## config.mk

```make
export PLATFORM = sky130hd
export DESIGN_NAME = lspv_div
export DESIGN_NICKNAME = d
export VERILOG_FILES = /design/src/rtl/core/lspv_pkg.sv /design/src/rtl/core/lspv_div.sv
export SDC_FILE = /design/constraint.sdc
export NUM_CORES = 1
export LEC_CHECK = 0
export BUFFER_PORTS_ARGS = -buffer_cell sky130_fd_sc_hd__buf_2
export CORE_ASPECT_RATIO = 0.5
export CORE_UTILIZATION = 25
export CTS_BUF_LIST = sky130_fd_sc_hd__clkbuf_4
export DETAILED_ROUTE_END_ITERATION = 10
export GPL_ROUTABILITY_DRIVEN = 0
export GPL_TIMING_DRIVEN = 1
export PLACE_DENSITY = 0.51
export RECOVER_POWER = 100
export REMOVE_ABC_BUFFERS = 1
export SLEW_MARGIN = 20
export SYNTH_ARGS = -nofsm -noshare
export SYNTH_HDL_FRONTEND = slang
export SYNTH_SLANG_ARGS = --single-unit
```

## constraint.sdc

```tcl
create_clock -name clk -period 4.75 [get_ports clk]
set_input_delay 0.475 -clock clk [delete_from_list [all_inputs] [get_ports clk]]
set_output_delay 0.475 -clock clk [all_outputs]
set_load 0.05 [all_outputs]
```

## src/rtl/core/lspv_pkg.sv

```systemverilog
`timescale 1ns / 1ps

package lspv_pkg;

	localparam int FRAC_W   = 16;
	localparam int POS_W    = 40;
	localparam int LEN_W    = 24;
	localparam int SAMPLE_W = 16;
	localparam int VEL_W    = 13;
	localparam int STEP_W   = 32;
	localparam int DIV_W    = 24;
	localparam int QUO_W    = 16;
	localparam int CNT_W    = 5;

	localparam logic [1:0] ACT_LOAD  = 2'd0;
	localparam logic [1:0] ACT_START = 2'd1;
	localparam logic [1:0] ACT_TICK  = 2'd2;

	localparam logic [3:0] REG_ROOT    = 4'd0;
	localparam logic [3:0] REG_RATE    = 4'd1;
	localparam logic [3:0] REG_ATTACK  = 4'd2;
	localparam logic [3:0] REG_RELEASE = 4'd3;
	localparam logic [3:0] REG_LOOP_EN = 4'd4;
	localparam logic [3:0] REG_LSTART  = 4'd5;
	localparam logic [3:0] REG_LEND    = 4'd6;
	localparam logic [3:0] REG_SLEN    = 4'd7;

	localparam logic [16:0] ENV_ONE = 17'd65536;
	localparam logic [12:0] VEL_MAX = 13'd4096;

	typedef struct packed {
		logic             start;
		logic [CNT_W-1:0] steps;
		logic [DIV_W-1:0] rem_init;
		logic [DIV_W-1:0] dividend;
		logic [DIV_W-1:0] divisor;
	} div_req_t;

	typedef struct packed {
		logic             done;
		logic [DIV_W-1:0] rem;
		logic [QUO_W-1:0] quot;
	} div_res_t;

	// 2^(k/12) in Q16
	function automatic logic [16:0] semitone_q16(input logic [3:0] k);
		logic [16:0] v;
		case (k)
			4'd0:  v = 17'd65536;
			4'd1:  v = 17'd69433;
			4'd2:  v = 17'd73562;
			4'd3:  v = 17'd77936;
			4'd4:  v = 17'd82570;
			4'd5:  v = 17'd87480;
			4'd6:  v = 17'd92682;
			4'd7:  v = 17'd98193;
			4'd8:  v = 17'd104032;
			4'd9:  v = 17'd110218;
			4'd10: v = 17'd116772;
			4'd11: v = 17'd123715;
			default: v = 17'd65536;
		endcase
		return v;
	endfunction

endpackage

```

## src/rtl/core/lspv_div.sv

```systemverilog
`timescale 1ns / 1ps

// restoring divider, one quotient bit per cycle; remainder must start below divisor
module lspv_div (
	input  logic                clk,
	input  logic                arst_n,
	input  lspv_pkg::div_req_t  req,
	output lspv_pkg::div_res_t  res
);

	logic                          run_q;
	logic                          done_q;
	logic [lspv_pkg::CNT_W-1:0]    cnt_q;
	logic [lspv_pkg::DIV_W-1:0]    rem_q;
	logic [lspv_pkg::DIV_W-1:0]    dvd_q;
	logic [lspv_pkg::DIV_W-1:0]    den_q;
	logic [lspv_pkg::QUO_W-1:0]    quo_q;
	logic [lspv_pkg::DIV_W:0]      trial;
	logic                          ge;

	assign trial = {rem_q, dvd_q[lspv_pkg::DIV_W-1]};
	assign ge    = trial >= {1'b0, den_q};

	always_ff @(posedge clk or negedge arst_n) begin
		if (!arst_n) begin
			run_q  <= 1'b0;
			done_q <= 1'b0;
			cnt_q  <= '0;
		end else begin
			done_q <= 1'b0;
			if (req.start) begin
				run_q <= 1'b1;
				cnt_q <= req.steps;
			end else if (run_q) begin
				cnt_q <= cnt_q - 1'b1;
				if (cnt_q == lspv_pkg::CNT_W'(1)) begin
					run_q  <= 1'b0;
					done_q <= 1'b1;
				end
			end
		end
	end

	always_ff @(posedge clk) begin
		if (req.start) begin
			rem_q <= req.rem_init;
			dvd_q <= req.dividend;
			den_q <= req.divisor;
			quo_q <= '0;
		end else if (run_q) begin
			rem_q <= ge ? lspv_pkg::DIV_W'(trial - {1'b0, den_q}) : trial[lspv_pkg::DIV_W-1:0];
			dvd_q <= {dvd_q[lspv_pkg::DIV_W-2:0], 1'b0};
			quo_q <= {quo_q[lspv_pkg::QUO_W-2:0], ge};
		end
	end

	assign res.done = done_q;
	assign res.rem  = rem_q;
	assign res.quot = quo_q;

	a_run_count: assert property (@(posedge clk) disable iff (!arst_n)
		run_q |-> cnt_q != '0) else $error("divider running with zero count");
	a_done_after_run: assert property (@(posedge clk) disable iff (!arst_n)
		done_q |-> $past(run_q)) else $error("divider done without a run");
	a_no_restart: assert property (@(posedge clk) disable iff (!arst_n)
		run_q |-> !req.start) else $error("divider restarted while running");

endmodule

```

# Word level (Yosys, flattened, before mapping)
# Index checks and enable logic that the tools add are counted.
# word_totals
ff_bits,95
inputBits,80
wordCells,25
# classes
addsub,2
order_cmp,1
n_eq_ne,1
mux,13
n_reduce_logical,1
# ops
cell,n
$mux W24,5
$ge A25 B24 Y1,1
$sub A24 B24 Y24,1
$mux W5,2
$mux W1,6
$eq A5 B1 Y1 const B,1
$sub A5 B1 Y5 const B,1
$reduce_bool A2 Y1,1

# Logic depth before layout (Yosys ltp)
# logic_depth
word_depth,4
ltp_mapped,14
ltp_nobuf,13

# Worst setup path after synthesis
# OpenSTA, ideal clock, no wires.
# synth_path
path_type,register to register
start,register rem_q[0] (netlist name)
end,"register rem_q[22] (netlist name), data pin"
t_arrival_ps,2881
required_time_ps,4489
slack_ps,1608
stages_incl_launch_ff,11
cell_sequence,edfxtp_1 -> fa_1 -> a21o_1 -> a221o_2 -> a31oi_4 -> a211oi_2 -> a211o_1 -> a21oi_2 -> xor2_1 -> nor3_1 -> a221o_1
# synth_via
elab_chain_cells,4
word_cells_on_any_way,5
# synth_rtl
element,line,rtl
from (decl),lspv_div.sv:14,logic [lspv_pkg::DIV_W-1:0] rem_q;
from (signal assigned),lspv_div.sv:46,rem_q <= req.rem_init;
from (signal assigned),lspv_div.sv:51,"rem_q <= ge ? lspv_pkg::DIV_W'(trial - {1'b0, den_q}) : trial[lspv_pkg::DIV_W-1:0];"
$sub A24 B24 Y24 / $ge A25 B24 Y1 (equally long branches),"lspv_div.sv:51, lspv_div.sv:22",
$mux W24 *,lspv_div.sv:51,
$mux W24 *,lspv_div.sv:50,end else if (run_q) begin
$mux W24 *,lspv_div.sv:45,if (req.start) begin
# Mark *: on every way between the ends. The rest lies on a longest branch, timed or not. The select of a mux whose other input is x is not followed.
# A chain may end at the register's enable or synchronous reset.

# Worst setup path in the final report
# layout_path
start,input port req[77] (netlist name)
end,"register dvd_q[6] (netlist name), enable pin"
# layout_via
elab_chain_cells,1
# layout_rtl
element,line,rtl
from (decl),lspv_div.sv:7,"input lspv_pkg::div_req_t req,"
$reduce_bool A2 Y1 (no line),--,
to (signal assigned),lspv_div.sv:47,dvd_q <= req.dividend;
to (signal assigned),lspv_div.sv:52,"dvd_q <= {dvd_q[lspv_pkg::DIV_W-2:0], 1'b0};"
to (decl),lspv_div.sv:15,logic [lspv_pkg::DIV_W-1:0] dvd_q;
# Every way passes these cells.

==> run metrics <==
Cell Chain, Critical Path=clkbuf_1, or2_0, buf_4; largest net degree at the start of global routing=57; period utilization=0.804; worst path bufs/invs=2; critical path's slowest cell=or2_0; DR iter-0 viols=162; Leakage=2.54 nW; critical path endpoint=dvd_q[6]; hold buffer count at cts=1; slowest stage delay, CP=1780 ps; Max clock buf depth=2; DIE WIDTH=206 um; Slew Viols, Final=123; CP endpoint kind=flip-flop; Post-route DRC=8; first-pass GRT wire length=19700 um; R2R Setup Slk=960 ps; FF+latch area=2660 um2; Synth Cell Area=5210 um2; Reg-to-Reg Start=rem_q[3]; Crit path required time=4910 ps; GRT overflow=0; Final Hold Viols=0; die area=21500 um2; PwrDens=568 nW/um2; Synth Instances=449; worst-margin pin slew=2330 ps; Layout Skew=36.5 ps; drt wl/cell=14.8 um; Starting Density=0.261; # Post-CTS Setup Buffers=0; post-route cell area=6070 um2; Setup crit start=req[77]; min Tclk post-route=3820 ps; reg2reg end=rem_q[23]; setup violators final=0; final-stage net count=667; critical path class=in -> reg; # resized after CTS=0; DRT antenna net count=0; Reg clk slew, reported paths=200 ps; fraction of registers with async set/reset=0.0737; Warnings, synthesis=0; CTS tree=yes; Worst Hold Class=in -> reg; CTS buffer count=9; Sink Count=95; Arrival @ worst endpoint=3980 ps; setup TNS=0 ps; Finished Layout Cells=832; Crit Path Max Fanout=35; drt total wl=12300 um; placed cell areas=6050 um2; Global Route Usage Sum=0.117; max-cap viol count=3; router iterations before antenna repair=7; via count=3764; vias per inst=4.52; Placed Cells=814; Core Area=20000 um2; RSZ-0062 raised after global routing=no; R2R depth=10; violated checks=DRC, capacitance limit, slew limit; # rows=36; final core utilization=0.304; status=finished with violations; Cell variety after synth=55; initial antenna violation count=1; cell family with most CP delay=simple AND/OR/NAND/NOR gates; clk_lat worst skew=490 ps; number of port buffers=120; Min-Delay Startpoint=req[12]; peak supply drop=184 uV; Post-synth EDFFs=72; vias in the first global route=3708; hpwl dp=8950 um; P&R area growth vs syn=16.5%; CP Launch Type=input port; Die Y-Extent=104 um; area of the multi-input gates=2230 um2; mean post-synth cell area=11.6 um2; Worst path depth=3; Max Freq=0.262 GHz; slew margin rel.=-0.552; register area share after synthesis=0.510; H-tree Lvls=3; Hold WS=137 ps; most frequent cells in the layout=buf_2 (76), edfxtp_1 (72), clkbuf_1 (45), nand2_1 (39), inv_1 (32); Synth Register Bits=95; top_reg_cell synth=edfxtp_1; most common cell after layout, fill and taps aside=buf_2; # IOs=121; Filler Cell Count=2111; share of cells above drive strength 1=0.228; root buffer cell=clkbuf_4
-- flip-flops by register name (all words and copies together) (netlist names) --
register / cells
cnt_q: 5
den_q: 24
done_q: 1
dvd_q: 24
quo_q: 16
rem_q: 24
run_q: 1
-- per-stage QoR --
step,total power (W),setup WS [ps]
after floorplan,0.00267,1070
after global placement,0.00311,1390
after detailed placement,0.00312,1280
after CTS,0.00361,1260
after global routing,0.00370,622
final,0.00345,930
-- cells in the mapped netlist, types with 3 or more instances --
cell | n | area [um2]
o311ai_2 | 6 | 97.6
nand4_1 | 3 | 18.8
o21ai_0 | 18 | 90.1
a211oi_1 | 3 | 22.5
mux2i_1 | 18 | 180
clkbuf_1 | 15 | 56.3
a21oi_1 | 17 | 85.1
mux2_2 | 25 | 282
a221o_1 | 4 | 40.0
inv_1 | 32 | 120
a31oi_1 | 4 | 25.0
nor3_1 | 9 | 45.0
dfxtp_1 | 16 | 320
nand3_1 | 3 | 15.0
buf_6 | 3 | 33.8
dfrtp_1 | 7 | 175
nor2_1 | 24 | 90.1
nor2b_1 | 6 | 37.5
o311ai_1 | 9 | 78.8
buf_4 | 3 | 22.5
nand2_1 | 39 | 146
ha_1 | 26 | 325
xnor2_1 | 12 | 105
and3_1 | 4 | 25.0
nand3b_1 | 15 | 113
xor2_1 | 14 | 123
edfxtp_1 | 72 | 2160
a21o_1 | 5 | 37.5
-- where the power goes --
part	switching, W	internal (W)	total [W]	leakage, nW
Clock	0.000336	0.000124	0.000460	0.0773
Sequential	0.000123	0.00111	0.00123	0.963
Combinational	0.00117	0.000593	0.00176	1.50
-- kinds of logic (layout without fill, tap and decap cells) --
| logic type | Yosys count | after routing | share of synthesized area |
|---|---|---|---|
| xor gates and xnor gates | 26 | 26 | 0.0437 |
| DFF | 95 | 95 | 0.510 |
| adders and majority gates | 27 | 27 | 0.0663 |
| buffers and inverters | 57 | 173 | 0.0480 |
| other | 0 | 1 | 0 |
| and+or+nand+nor | 112 | 112 | 0.107 |
| muxes | 43 | 43 | 0.0886 |
| AOI/OAI and AO/OA | 89 | 89 | 0.137 |
-- metal layers --
layer / GRT usage / share of wire
met5: 0 / 0
met4: 0.0315 / 0.014
met3: 0.0301 / 0.041
met2: 0.190 / 0.46
met1: 0.154 / 0.48
-- worst reg2reg max path, delay by kind of cell, from the launching register on --
kind / cells / cell delay [ps]
DFF: 1 / 460
adders and majority gates: 1 / 380
and+or+nand+nor: 1 / 130
AOI/OAI and AO/OA: 8 / 2600
-- area by class of cell --
class                           count  share of cell area
Tap cell                          266              0.0548
Timing Repair Buffer              125              0.0958
Sequential cell                    95               0.438
Clock inverter                      7              0.0122
Multi-Input combinational cell    297               0.368
Inverter                           32              0.0198
Clock buffer                        9              0.0111
Antenna cell                        1            0.000412
-- worst min path at each step --
stage,end,slack [ps],cells after the start
after floorplan,cnt_q[0],180,0
after global placement,cnt_q[3],330,1
after detailed placement,done_q,330,1
after CTS,den_q[13],90,1
after global routing,den_q[13],80,1
final,den_q[12],140,1
Power figures use the tool's default switching activity.
